<file path="src/hdl/twdb_pkg.sv">
// ----------------------------------------------------------------------------
// Tolerance window debouncer package
// Shared widths, defaults, opcodes and register indexes.
// ----------------------------------------------------------------------------
`timescale 1ns / 1ps

package twdb_pkg;

	// Default parameter values.
	localparam int DEF_READING_WIDTH = 10;
	localparam int DEF_TIME_WIDTH    = 32;

	// Fixed register widths.
	localparam int TOL_WIDTH  = 10;
	localparam int CFG_WIDTH  = 32;
	localparam int ADDR_WIDTH = 4;

	// Register reset values.
	localparam logic [TOL_WIDTH-1:0] TOL_RESET      = TOL_WIDTH'(2);
	localparam logic [CFG_WIDTH-1:0] HOLD_RESET     = CFG_WIDTH'(2000);
	localparam logic [CFG_WIDTH-1:0] INTERVAL_RESET = CFG_WIDTH'(100);

	// Input opcodes.
	typedef enum logic {
		OP_SAMPLE = 1'b0,
		OP_CLEAR  = 1'b1
	} opcode_t;

	// Register indexes (word address bits of paddr).
	typedef enum logic [1:0] {
		REG_TOLERANCE = 2'd0,
		REG_HOLD_TIME = 2'd1,
		REG_INTERVAL  = 2'd2
	} reg_index_t;

endpackage

</file>
<file path="src/hdl/tolerance_window_debouncer.sv">
// ----------------------------------------------------------------------------
// Tolerance window debouncer
// Gates timestamped readings by sample interval and latches a stable value
// once readings stay within tolerance for the hold time; a clear opcode resets it.
// ----------------------------------------------------------------------------
// The block takes one beat per clock while the result side is not stalled and
// returns one result beat for each input beat, in order. A beat passes through
// an input register and then a single pass of compare and subtract logic into
// the result register. The state update and the next beat's use of it meet in
// that one pass, which is what holds the rate at one beat per cycle. The user
// must write the configuration registers on the APB-style port only while the
// stream is idle; the block itself does not enforce this.
`timescale 1ns / 1ps

module tolerance_window_debouncer #(
	parameter int READING_WIDTH = twdb_pkg::DEF_READING_WIDTH,
	parameter int TIME_WIDTH    = twdb_pkg::DEF_TIME_WIDTH
) (
	input  logic                                clk,
	input  logic                                arst_n,
	// Configuration port.
	input  logic                                psel,
	input  logic                                penable,
	input  logic                                pwrite,
	input  logic [twdb_pkg::ADDR_WIDTH-1:0]     paddr,
	input  logic [twdb_pkg::CFG_WIDTH-1:0]      pwdata,
	output logic [twdb_pkg::CFG_WIDTH-1:0]      prdata,
	output logic                                pready,
	// Input channel.
	input  logic                                in_valid,
	output logic                                in_ready,
	input  logic                                opcode,
	input  logic [READING_WIDTH-1:0]            reading,
	input  logic [TIME_WIDTH-1:0]               time_ms,
	// Result channel.
	output logic                                out_valid,
	input  logic                                out_ready,
	output logic                                accepted,
	output logic                                stable,
	output logic signed [READING_WIDTH:0]       stable_value,
	output logic signed [READING_WIDTH:0]       previous_value,
	output logic [twdb_pkg::CFG_WIDTH-1:0]      stable_time
);

	import twdb_pkg::*;

	// Compare widths wide enough for both operands.
	localparam int CW  = (TIME_WIDTH > CFG_WIDTH) ? TIME_WIDTH : CFG_WIDTH;
	localparam int RTW = (READING_WIDTH > TOL_WIDTH) ? READING_WIDTH : TOL_WIDTH;

	// Configuration registers.
	logic [TOL_WIDTH-1:0] tol_q;
	logic [CFG_WIDTH-1:0] hold_q;
	logic [CFG_WIDTH-1:0] interval_q;
	logic                 cfg_wr;
	reg_index_t           cfg_idx;

	// Input stage.
	logic                     v_s1;
	opcode_t                  opcode_s1;
	logic [READING_WIDTH-1:0] reading_s1;
	logic [TIME_WIDTH-1:0]    time_s1;

	// Debouncer state.
	logic                     seeded_q;
	logic                     stable_q;
	logic [READING_WIDTH-1:0] prev_q;
	logic [READING_WIDTH-1:0] latched_q;
	logic [TIME_WIDTH-1:0]    since_q;
	logic [TIME_WIDTH-1:0]    last_q;

	// Next state.
	logic                     seeded_n;
	logic                     stable_n;
	logic [READING_WIDTH-1:0] prev_n;
	logic [READING_WIDTH-1:0] latched_n;
	logic [TIME_WIDTH-1:0]    since_n;
	logic [TIME_WIDTH-1:0]    last_n;
	logic                     accepted_n;

	// Result register.
	logic                             out_valid_q;
	logic                             accepted_q;
	logic                             stable_q_out;
	logic signed [READING_WIDTH:0]    stable_value_q;
	logic signed [READING_WIDTH:0]    previous_value_q;
	logic [CFG_WIDTH-1:0]             stable_time_q;

	// Datapath intermediates.
	logic                     fire_s1;
	logic [TIME_WIDTH-1:0]    gap;
	logic [TIME_WIDTH-1:0]    held;
	logic [READING_WIDTH-1:0] delta;
	logic                     skip;
	logic                     steady;
	logic                     held_ok;

	// Configuration write and read decode.
	assign pready  = 1'b1;
	assign cfg_wr  = psel && penable && pwrite && pready;
	assign cfg_idx = reg_index_t'(paddr[3:2]);

	always_comb begin
		unique case (cfg_idx)
			REG_TOLERANCE: prdata = CFG_WIDTH'(tol_q);
			REG_HOLD_TIME: prdata = hold_q;
			REG_INTERVAL:  prdata = interval_q;
			default:       prdata = '0;
		endcase
	end

	always_ff @(posedge clk or negedge arst_n) begin
		if (!arst_n) begin
			tol_q      <= TOL_RESET;
			hold_q     <= HOLD_RESET;
			interval_q <= INTERVAL_RESET;
		end else if (cfg_wr) begin
			unique case (cfg_idx)
				REG_TOLERANCE: tol_q      <= pwdata[TOL_WIDTH-1:0];
				REG_HOLD_TIME: hold_q     <= pwdata;
				REG_INTERVAL:  interval_q <= pwdata;
				default: ;
			endcase
		end
	end

	// Handshake: the input stage advances whenever the result register frees.
	assign fire_s1  = v_s1 && (!out_valid_q || out_ready);
	assign in_ready = !v_s1 || fire_s1;

	always_ff @(posedge clk or negedge arst_n) begin
		if (!arst_n) begin
			v_s1 <= 1'b0;
		end else if (in_ready) begin
			v_s1 <= in_valid;
		end
	end

	always_ff @(posedge clk) begin
		if (in_ready && in_valid) begin
			opcode_s1  <= opcode_t'(opcode);
			reading_s1 <= reading;
			time_s1    <= time_ms;
		end
	end

	// Interval gate and hold timer modulo time width, and tolerance compare.
	assign gap     = time_s1 - last_q;
	assign held    = time_s1 - since_q;
	assign delta   = (reading_s1 >= prev_q) ? (reading_s1 - prev_q) : (prev_q - reading_s1);
	assign skip    = seeded_q && (CW'(gap) < CW'(interval_q));
	assign held_ok = CW'(held) >= CW'(hold_q);
	assign steady  = RTW'(delta) <= RTW'(tol_q);

	// Next state for the beat in the input stage.
	always_comb begin
		seeded_n   = seeded_q;
		stable_n   = stable_q;
		prev_n     = prev_q;
		latched_n  = latched_q;
		since_n    = since_q;
		last_n     = last_q;
		accepted_n = 1'b0;
		if (opcode_s1 == OP_CLEAR) begin
			seeded_n = 1'b0;
			stable_n = 1'b0;
		end else if (!skip) begin
			accepted_n = 1'b1;
			last_n     = time_s1;
			prev_n     = reading_s1;
			if (!seeded_q) begin
				seeded_n = 1'b1;
				stable_n = 1'b0;
				since_n  = time_s1;
			end else if (!steady) begin
				stable_n = 1'b0;
				since_n  = time_s1;
			end else if (held_ok) begin
				stable_n  = 1'b1;
				latched_n = reading_s1;
			end
		end
	end

	// State update; value registers are only read once seeded or stable.
	always_ff @(posedge clk or negedge arst_n) begin
		if (!arst_n) begin
			seeded_q <= 1'b0;
			stable_q <= 1'b0;
		end else if (fire_s1) begin
			seeded_q <= seeded_n;
			stable_q <= stable_n;
		end
	end

	always_ff @(posedge clk) begin
		if (fire_s1) begin
			prev_q    <= prev_n;
			latched_q <= latched_n;
			since_q   <= since_n;
			last_q    <= last_n;
		end
	end

	// Result register.
	always_ff @(posedge clk or negedge arst_n) begin
		if (!arst_n) begin
			out_valid_q <= 1'b0;
		end else if (fire_s1) begin
			out_valid_q <= 1'b1;
		end else if (out_ready) begin
			out_valid_q <= 1'b0;
		end
	end

	always_ff @(posedge clk) begin
		if (fire_s1) begin
			accepted_q       <= accepted_n;
			stable_q_out     <= stable_n;
			stable_value_q   <= stable_n ? $signed({1'b0, latched_n}) : '1;
			previous_value_q <= seeded_n ? $signed({1'b0, prev_n}) : '1;
			stable_time_q    <= stable_n ? hold_q : '0;
		end
	end

	assign out_valid      = out_valid_q;
	assign accepted       = accepted_q;
	assign stable         = stable_q_out;
	assign stable_value   = stable_value_q;
	assign previous_value = previous_value_q;
	assign stable_time    = stable_time_q;

endmodule

</file>
<file path="config.mk">
export PLATFORM = sky130hd
export DESIGN_NAME = tolerance_window_debouncer
export DESIGN_NICKNAME = d
export VERILOG_FILES = /design/src/hdl/twdb_pkg.sv /design/src/hdl/tolerance_window_debouncer.sv
export SDC_FILE = /design/constraint.sdc
export NUM_CORES = 1
export LEC_CHECK = 0
export ABC_AREA = 1
export BUFFER_PORTS_ARGS = -buffer_cell sky130_fd_sc_hd__buf_2
export CAP_MARGIN = 20
export CORE_ASPECT_RATIO = 2
export CORE_MARGIN = 2
export CORE_UTILIZATION = 44
export CTS_CLUSTER_SIZE = 10
export DETAILED_ROUTE_END_ITERATION = 7
export GPL_TIMING_DRIVEN = 0
export SYNTH_ARGS = -nofsm -noshare
export SYNTH_HDL_FRONTEND = slang
export SYNTH_SLANG_ARGS = --single-unit
</file>
<file path="constraint.sdc">
create_clock -name clk -period 5.7 [get_ports clk]
set_input_delay 1.14 -clock clk [delete_from_list [all_inputs] [get_ports clk]]
set_output_delay 1.14 -clock clk [all_outputs]
set_load 0.01 [all_outputs]
</file>
==> run metrics, run 1 <==
I/O pins around 180; Max Used Layer met4; core area 36400 µm²; final core occ 0.510; Synth top cells by count 397 x nand2_1, 286 x inv_1, 183 x edfxtp_1, 154 x ha_1, 125 x a21oi_1; share of cells above drive strength 1 0.145; worst path bufs/invs 6; Setup crit end kind flop; register area about 7500 µm²; cell area power density 369 nW/µm²; RSZ-0062 raised after global routing no; antenna violations before repair 0; Critical Path Source Type flop; wire per inst around 20 µm; largest net degree at the start of global routing between 40 and 50; Logic pwr share 0.381; Hold WS 0.479 ns; final hold violation count 0; worst-path fanout max 19; die extent in y 275 µm; CTS tree done; kind of critical path flop to flop; Final min period 5.13 ns; total grt overflow 0; switching pwr between 2 and 3 mW; met2 routed WL 28600 µm; vias in the first global route 13345; worst hold path class flop to flop; Seq pwr share 0.369; Starting Density 0.445; setup tns final 0 ns; Syn Area/Cell 8.99 µm²; WL met1 around 15000 µm; final WL 49900 µm; Filler Cells Inserted about 3500; most area-consuming cells after synthesis edfxtp_1 34%, ha_1 12%, dfrtp_1 11%; worst ir drop on vdd ~0.00028 V; CP required 5.98 ns; multi-input combinational cell area around 7500 µm²; asr flop ratio synth 0.299; HPWL after DPL 40800 µm; Crit path depth 26; R2R Path End since_q[29]; sequential fraction of the synthesis area 0.461; Yosys reg bits 261; DR vias 13128; global-route wire length before repair 74400 µm; Post-DRT Antenna Nets 0; FP Rows 99; synth unique cells 47; synthesized net count 2045; CP max-delay cell nor3b_4; crit-path most repeated cell nand2_1; Worst-Skew Late Latency 0.58 ns; post-cts resize count 0; Post-layout nets 2255; Worst slew margin 0.331; Top FF cell, synth edfxtp_1; Slew Viols, Final 0; CP endpoint since_q[29]; cell taking the most area after synthesis edfxtp_1; FF-to-FF path depth 26; Yosys warnings 0; die area about 38000 µm²; internal power 4.23 mW; delay-heaviest family, CP simple AND/OR/NAND/NOR gates; synthesized area around 16000 µm²; LEAKAGE 8.68 nW; H-tree depth 1; FMAX ~190 MHz; # diodes 0; Synth Instances between 1500 and 2000; Worst-Margin Slew 1.00 ns; post-CTS setup buffers 0; # DRC 0; Worst-path clk slew 0.06 ns; Final period util 0.900; IO Port Bufs 173; CP startpoint time_s1[0]; CTS Sinks 261; worst r2r src time_s1[0]; Largest stage delay, worst path ~0.84 ns; vias per cell roughly 5.3; Crit path arrival time 5.41 ns; RePlAce Congestion 0.915; GRT Overall Usage 0.256; clock root buffer clkbuf_16; Clock Path Buffers 3; final clock skew 0.0190 ns; outcome completed; switching part of the total 0.383; synthesis-to-layout area growth 14.7%; metal3 WL 1550 µm; TritonCTS Buffers 30; hold_sp time_s1[0]; number of synthesized flops with an enable pin 183; top cell type's share of synthesized area 0.339; Post-CTS Hold Buffers 0; Iteration-0 DRC Markers 659; final setup violation count 0; top-count cell post-synth nand2_1; max-cap viol count 0; FF-to-FF setup slack 0.57 ns; Clock power frac 0.250; drt first pass iters 5; chip width 140 µm
state kept, by name, summed over array words and instances, names as in the netlist, 11 cells and up:
name            flops
hold_q             32
interval_q         32
last_q             32
since_q            32
stable_time        32
time_s1            32
previous_value     11
stable_value       11
metrics by stage:
stage	power [mW]	cell area [µm²]	worst slack [ns]	std cells
6_report	6.85	18600	0.569	2479
5_1_grt	7.28	18600	0.111	2479
4_1_cts	6.92	18600	0.548	2479
3_5_place_dp	5.19	17800	0.580	2433
3_3_place_gp	5.10	17600	-0.530	2428
2_1_floorplan	4.28	16200	0.971	1801
layout make-up:
type	instances	area share
Sequential cell	261	0.401
Multi-Input combinational cell	1215	0.401
Inverter	287	0.0581
Timing Repair Buffer	178	0.0527
Clock buffer	43	0.0430
Tap cell	454	0.0306
Buffer	38	0.0114
Clock inverter	3	0.00135
how the worst min path moves through the flow:
stage,to,slack (ns),cells past startpoint
6_report,last_q[0],0.48,0
5_1_grt,last_q[0],0.51,0
4_1_cts,since_q[0],0.48,0
3_5_place_dp,since_q[0],0.47,0
3_3_place_gp,since_q[0],0.46,0
2_1_floorplan,last_q[0],0.45,0
layout by cell type (no fill, tap or decap), types with 3 or more instances in the layout:
master and instances:
nand2_2 4, xor2_1 55, buf_2 182, nor2_2 3, buf_4 5, fa_1 4
nor3_1 12, dfrtp_1 68, clkbuf_1 33, o21a_1 8, a21oi_2 6, a21oi_1 125
o22ai_1 22, ha_1 154, nor2_1 106, o221ai_1 12, o21ai_0 118, o21ai_1 6
edfxtp_1 183, o21bai_1 7, xnor2_1 10, clkbuf_16 30, o211ai_1 14, or2_1 3
nand4_1 27, nand3b_1 3, nand3_1 44, nor2_4 30, inv_1 284, a21o_1 16
nand2_1 397, buf_8 4, dfstp_2 10, a31oi_1 9, nor4_1 5
cells by family after synthesis:
kind of cell | count (synthesis) | share of synthesized area
compound gates | 352 | 0.125
xor+xnor | 65 | 0.0352
fa+ha+maj | 158 | 0.124
buf+inv | 325 | 0.0796
flops | 261 | 0.461
mux | 1 | 0.000695
other cells | 1 | 0.000232
simple gates | 638 | 0.175
per-layer routing:
layer	vias up	track usage
li1	6461	-
met1	6157	0.225
met2	363	0.521
met3	147	0.0234
met4	0	0.194
met5	-	0
power by group through the flow:
stage                     clock network [mW]  registers, mW  logic [mW]
final                                   1.71           2.53        2.61
after global routing                    1.82           2.55        2.91
after CTS                               1.76           2.53        2.63
after detailed placement                   0           2.57        2.62
after global placement                     0           2.57        2.53
after floorplan                            0           2.55        1.73
No activity file was read; power rests on OpenSTA's default activity.
==> run 2, diff against run 1 <==
--- a/config.mk
+++ b/config.mk
@@ -8,12 +8,15 @@
 export ABC_AREA = 1
 export BUFFER_PORTS_ARGS = -buffer_cell sky130_fd_sc_hd__buf_2
 export CAP_MARGIN = 20
+export CELL_PAD_IN_SITES_DETAIL_PLACEMENT = 1
+export CELL_PAD_IN_SITES_GLOBAL_PLACEMENT = 1
 export CORE_ASPECT_RATIO = 2
 export CORE_MARGIN = 2
 export CORE_UTILIZATION = 44
 export CTS_CLUSTER_SIZE = 10
 export DETAILED_ROUTE_END_ITERATION = 7
 export GPL_TIMING_DRIVEN = 0
+export PLACE_DENSITY_LB_ADDON = 0.1
 export SYNTH_ARGS = -nofsm -noshare
 export SYNTH_HDL_FRONTEND = slang
 export SYNTH_SLANG_ARGS = --single-unit
==> run 2 against run 1 <==
Compared with the run above: combinational power up 3%; sequential share of layout area down 0.12 points; power up 2.2%; clock skew up 0.018 ns; sequential power about the same; cell count up 0.44%; routed wire length up 10%; register-to-register slack better by 0.096 ns; worst setup slack better by 0.096 ns; die area unchanged; utilization up 0.15 points; first-iteration DRC count down 19%.
==> run metrics, run 2 (synthesized netlist as in run 1, its figures left out) <==
Setup crit end kind flop; commonest non-fill, non-tap cell in the layout nand2_1; Worst-path clk slew 0.06 ns; die extent in y around 280 µm; IO Port Bufs about 170; wire per inst between 20 and 25 µm; setup tns final 0 ns; post-CTS setup buffers 0; kind of critical path flop to flop; die area just under 40000 µm²; Slew Viols, Final 0; core area about 36000 µm²; max-cap viol count 0; Iteration-0 DRC Markers 532; antenna violations before repair 2; GRT Overall Usage 0.284; Hold Path Depth 0; final WL 55000 µm; RePlAce Congestion 0.897; Clock Path Buffers 3; hold_sp time_s1[0]; Final period util 0.883; clock root buffer clkbuf_16; CTS Sinks 261; final clock skew 0.0370 ns; chip width 140 µm; Seq pwr share 0.362; Clock power frac 0.252; Logic pwr share 0.386; Worst-Margin Slew around 0.9 ns; most frequent cells in the layout 397 x nand2_1, 284 x inv_1, 183 x edfxtp_1; switching part of the total 0.389; Post-layout nets between 2000 and 2500; CP startpoint time_s1[0]; FF-to-FF setup slack 0.66 ns; worst hold path class flop to flop; Hold WS about 0.49 ns; synthesis-to-layout area growth 15.1%; I/O pins 177; HPWL after DPL 45200 µm; RSZ-0062 raised after global routing no; Post-CTS Hold Buffers 0; cell area power density 376 nW/µm²; internal power between 4 and 5 mW; outcome completed; Crit path arrival time 5.31 ns; vias per cell 5.39; FMAX 199 MHz; worst r2r src time_s1[0]; total grt overflow 0; worst-path fanout max 19; DR vias 13427; Critical Path Source Type flop; final core occ 0.512; drt first pass iters 4; final setup violation count 0; global-route wire length before repair 82400 µm; largest net degree at the start of global routing 65; Post-DRT Antenna Nets 0; share of cells above drive strength 1 0.145; FF-to-FF path depth 26; worst hold endpoint last_q[0]; H-tree depth 1; switching pwr 2.72 mW; CTS tree done; vias in the first global route around 14000; post-cts resize count 0; final hold violation count 0; pre-CTS setup slack between 0.6 and 0.7 ns; CP required 5.98 ns; Filler Cells Inserted 4385; TritonCTS Buffers 30; Worst-Skew Late Latency 0.58 ns; setup ws final 0.665 ns; worst ir drop on vdd 0.000317 V; Worst slew margin 0.412; FP Rows 99; Starting Density 0.445; LEAKAGE 8.70 nW; R2R Path End since_q[26]; Final min period 5.04 ns; # DRC 0
run 2: worst max path at each step:
stage	depth (start not counted)	slack, ns	endpoint
3_5_place_dp	26	0.66	since_q[28]
5_1_grt	26	0.30	since_q[26]
2_1_floorplan	25	0.97	last_q[0]
3_3_place_gp	28	-0.51	last_q[23]
6_report	26	0.66	since_q[26]
4_1_cts	29	0.61	since_q[26]
run 2: layer usage:
metal / track usage / share of wire
met5: 0 / 0
met4: 0.186 / 0.072
met3: 0.0257 / 0.025
met2: 0.600 / 0.60
met1: 0.243 / 0.30
run 2: final cells by class:
| class | count | area (µm²) | area share |
|---|---|---|---|
| clock inverters | 2 | 21.3 | 0.00114 |
| flip-flops and latches | 261 | 7460 | 0.400 |
| inverters | 287 | 1080 | 0.0579 |
| plain buffers | 38 | 211 | 0.0113 |
| diodes | 2 | 5.00 | 0.000269 |
| repair buffers | 178 | 986 | 0.0529 |
| multi-input cells | 1215 | 7460 | 0.400 |
| clock buffers | 53 | 847 | 0.0455 |
| well taps | 454 | 568 | 0.0305 |
run 2: worst max-delay path: stages, from the launching register on:
cell and delay [ns]:
edfxtp_1 0.41, inv_1 0.10, ha_1 0.15, inv_1 0.07
fa_1 0.39, nand2_1 0.07, inv_1 0.05, nand2_1 0.05
nand2_1 0.10, nand3_1 0.09, nand2_1 0.13, a21oi_1 0.35
o21ai_1 0.16, xor2_1 0.39, ha_1 0.19, nand2_1 0.06
nor2_1 0.13, nand2_1 0.10, inv_1 0.06, nand2_1 0.05
nand2_1 0.07, nor2_2 0.06, nand2_4 0.16, nand2_2 0.12
buf_2 0.24, nor3b_4 0.67, buf_8 0.28
run 2: power by group through the flow:
stage | logic (mW) | clock network [mW] | registers, mW
3_5_place_dp | 2.71 | 0 | 2.57
6_report | 2.70 | 1.76 | 2.54
5_1_grt | 3.01 | 1.86 | 2.56
4_1_cts | 2.73 | 1.80 | 2.54
3_3_place_gp | 2.58 | 0 | 2.57
2_1_floorplan | 1.73 | 0 | 2.55
run 2: per-stage QoR:
step	power, mW	cell area [µm²]	std cells
global route	7.43	18600	2490
floorplan	4.28	16200	1801
global placement	5.15	17600	2428
detailed placement	5.29	17800	2433
CTS	7.07	18600	2488
finish	7.00	18600	2490
==> run 3, diff against run 2 <==
--- a/config.mk
+++ b/config.mk
@@ -12,7 +12,7 @@
 export CELL_PAD_IN_SITES_GLOBAL_PLACEMENT = 1
 export CORE_ASPECT_RATIO = 2
 export CORE_MARGIN = 2
-export CORE_UTILIZATION = 44
+export CORE_UTILIZATION = 41
 export CTS_CLUSTER_SIZE = 10
 export DETAILED_ROUTE_END_ITERATION = 7
 export GPL_TIMING_DRIVEN = 0
==> constraint.sdc (replaced) <==
create_clock -name clk -period 4.45 [get_ports clk]
set_input_delay 0.89 -clock clk [delete_from_list [all_inputs] [get_ports clk]]
set_output_delay 0.89 -clock clk [all_outputs]
set_load 0.01 [all_outputs]
==> run 3 against run 2 <==
Compared with the run above: non-clock buffer count is 32 higher; combinational power increased by 31%; flip-flop and latch count stayed put; count of clock-buffer cells in the layout grew 2; final area increased by 3.8%; clock skew shrank 0.012 ns; maximum frequency increased by 19%; worst setup slack lost 0.44 ns; sequential share of layout area decreased by 1.5 points; hold slack got worse by 0.29 ns.
==> run metrics, run 3 (synthesized netlist as in run 1, its figures left out) <==
# DRC 0; Worst slew margin 0.489; worst-path fanout max 10; FMAX 237 MHz; cell area power density 471 nW/µm²; DR vias 13340; Post-CTS Hold Buffers 0; Largest stage delay, worst path about 0.42 ns; final clock skew 0.0250 ns; vias per cell between 5 and 6; chip width 145 µm; worst hold path class input port to async pin; Max Used Layer met4; final hold violation count 0; final core occ 0.494; CP required 4.79 ns; LEAKAGE 8.89 nW; FP Rows 103; Final period util 0.950; Worst-path clk slew 0.06 ns; RePlAce Congestion between 0.8 and 0.9; most frequent cells in the layout 384 x nand2_1, 281 x inv_1, 183 x edfxtp_1; H-tree depth 1; Post-DRT Antenna Nets 0; Critical Path Source Type flop; max-cap viol count 0; Worst-Margin Slew between 0.7 and 0.8 ns; CTS tree done; die extent in y 285 µm; synthesis-to-layout area growth 19.4%; total grt overflow 0; TritonCTS Buffers 30; Crit path arrival time roughly 4.6 ns; HPWL after DPL 41400 µm; Setup crit end kind flop; Clock Path Buffers 3; clock root buffer clkbuf_16; met2 routed WL roughly 27000 µm; Worst-Skew Late Latency just under 0.6 ns; GRT Overall Usage 0.251; commonest non-fill, non-tap cell in the layout nand2_1; worst ir drop on vdd 0.000309 V; final WL 51800 µm; wire per inst 20.0 µm; IO Port Bufs 173; global-route wire length before repair just under 80000 µm; I/O pins 177; post-route cell area between 15000 and 20000 µm²; Starting Density 0.413; CTS Sinks 261; largest net degree at the start of global routing 63; drt first pass iters 5; area post-placement 17800 µm²; kind of critical path flop to flop; core area between 30000 and 40000 µm²; crit-path most repeated cell nand2_2; CP max-delay cell edfxtp_1; outcome completed; antenna violations before repair 3; Slew Viols, Final 0; Iteration-0 DRC Markers 445; worst path bufs/invs 8; metal3 WL 1600 µm; die area 41200 µm²; Final min period 4.23 ns; Post-layout nets 2287; WL met1 21300 µm; vias in the first global route ~14000; delay-heaviest family, CP simple AND/OR/NAND/NOR gates; final setup violation count 0; share of cells above drive strength 1 0.183
[run 3: cell types whose count changed in the layout (fill, tap and decap cells not counted), sizes merged]
| cell | previous run | this run |
|---|---|---|
| buf | 196 | 226 |
| clkbuf | 73 | 77 |
| clkinv | 2 | 1 |
| diode | 2 | 3 |
[run 3: through the flow]
step	hold slack, ns	instances	setup slack (ns)	total power [mW]	setup TNS, ns
2_1_floorplan	0.445	1801	0.205	5.49	0
3_3_place_gp	0.484	2499	-1.02	6.52	-64.54
3_5_place_dp	0.482	2504	-0.690	6.64	-21.47
4_1_cts	0.184	2568	0.00277	9.07	0
5_1_grt	0.192	2595	-0.0265	9.72	-0.0343
6_report	0.199	2595	0.222	9.11	0
[run 3: timing repair]
item	in CTS	in global routing
resized for setup	21	55
pin swaps	4	15
buffers inserted	7	25
cloned	1	1
setup endpoints to repair	94	115
[run 3: worst register-to-register path, delay by kind of cell (launching register included)]
family | cells | cell delay, ns
simple gates | 18 | 1.58
flops | 1 | 0.42
buf+inv | 8 | 0.91
xor+xnor | 1 | 0.30
fa+ha+maj | 3 | 0.79
[run 3: where the power goes]
group          switching [mW]  total [mW]  internal, mW
Clock                    1.02        2.33          1.31
Sequential              0.163        3.23          3.07
Combinational            2.29        3.54          1.25
Total                    3.48        9.11          5.63
[run 3: per-layer routing]
metal / up-vias / track usage
met5: - / 0
met4: 0 / 0.0825
met3: 76 / 0.0245
met2: 234 / 0.453
met1: 6502 / 0.310
li1: 6528 / -
[run 3: final timing paths]
check	start	to	slack (ns)	depth (start not counted)
max in group asynchronous	arst_n	hold_q[9]	3.60	2
min	arst_n	interval_q[28]	0.20	1
min in group clk	time_ms[2]	time_s1[2]	0.47	1
max	time_s1[0]	stable_time[18]	0.22	30
max reg2reg	time_s1[0]	stable_time[18]	0.22	30
min reg2reg	time_s1[6]	last_q[6]	0.52	0
[run 3: final cells by class]
type                            count  area (µm²)
Fill cell                        4711       19800
Multi-Input combinational cell   1215        7760
Sequential cell                   261        7460
Timing Repair Buffer              210        1260
Inverter                          287        1080
Clock buffer                       55         876
Tap cell                          525         657
Buffer                             38         239
Antenna cell                        3        7.51
Clock inverter                      1        5.00
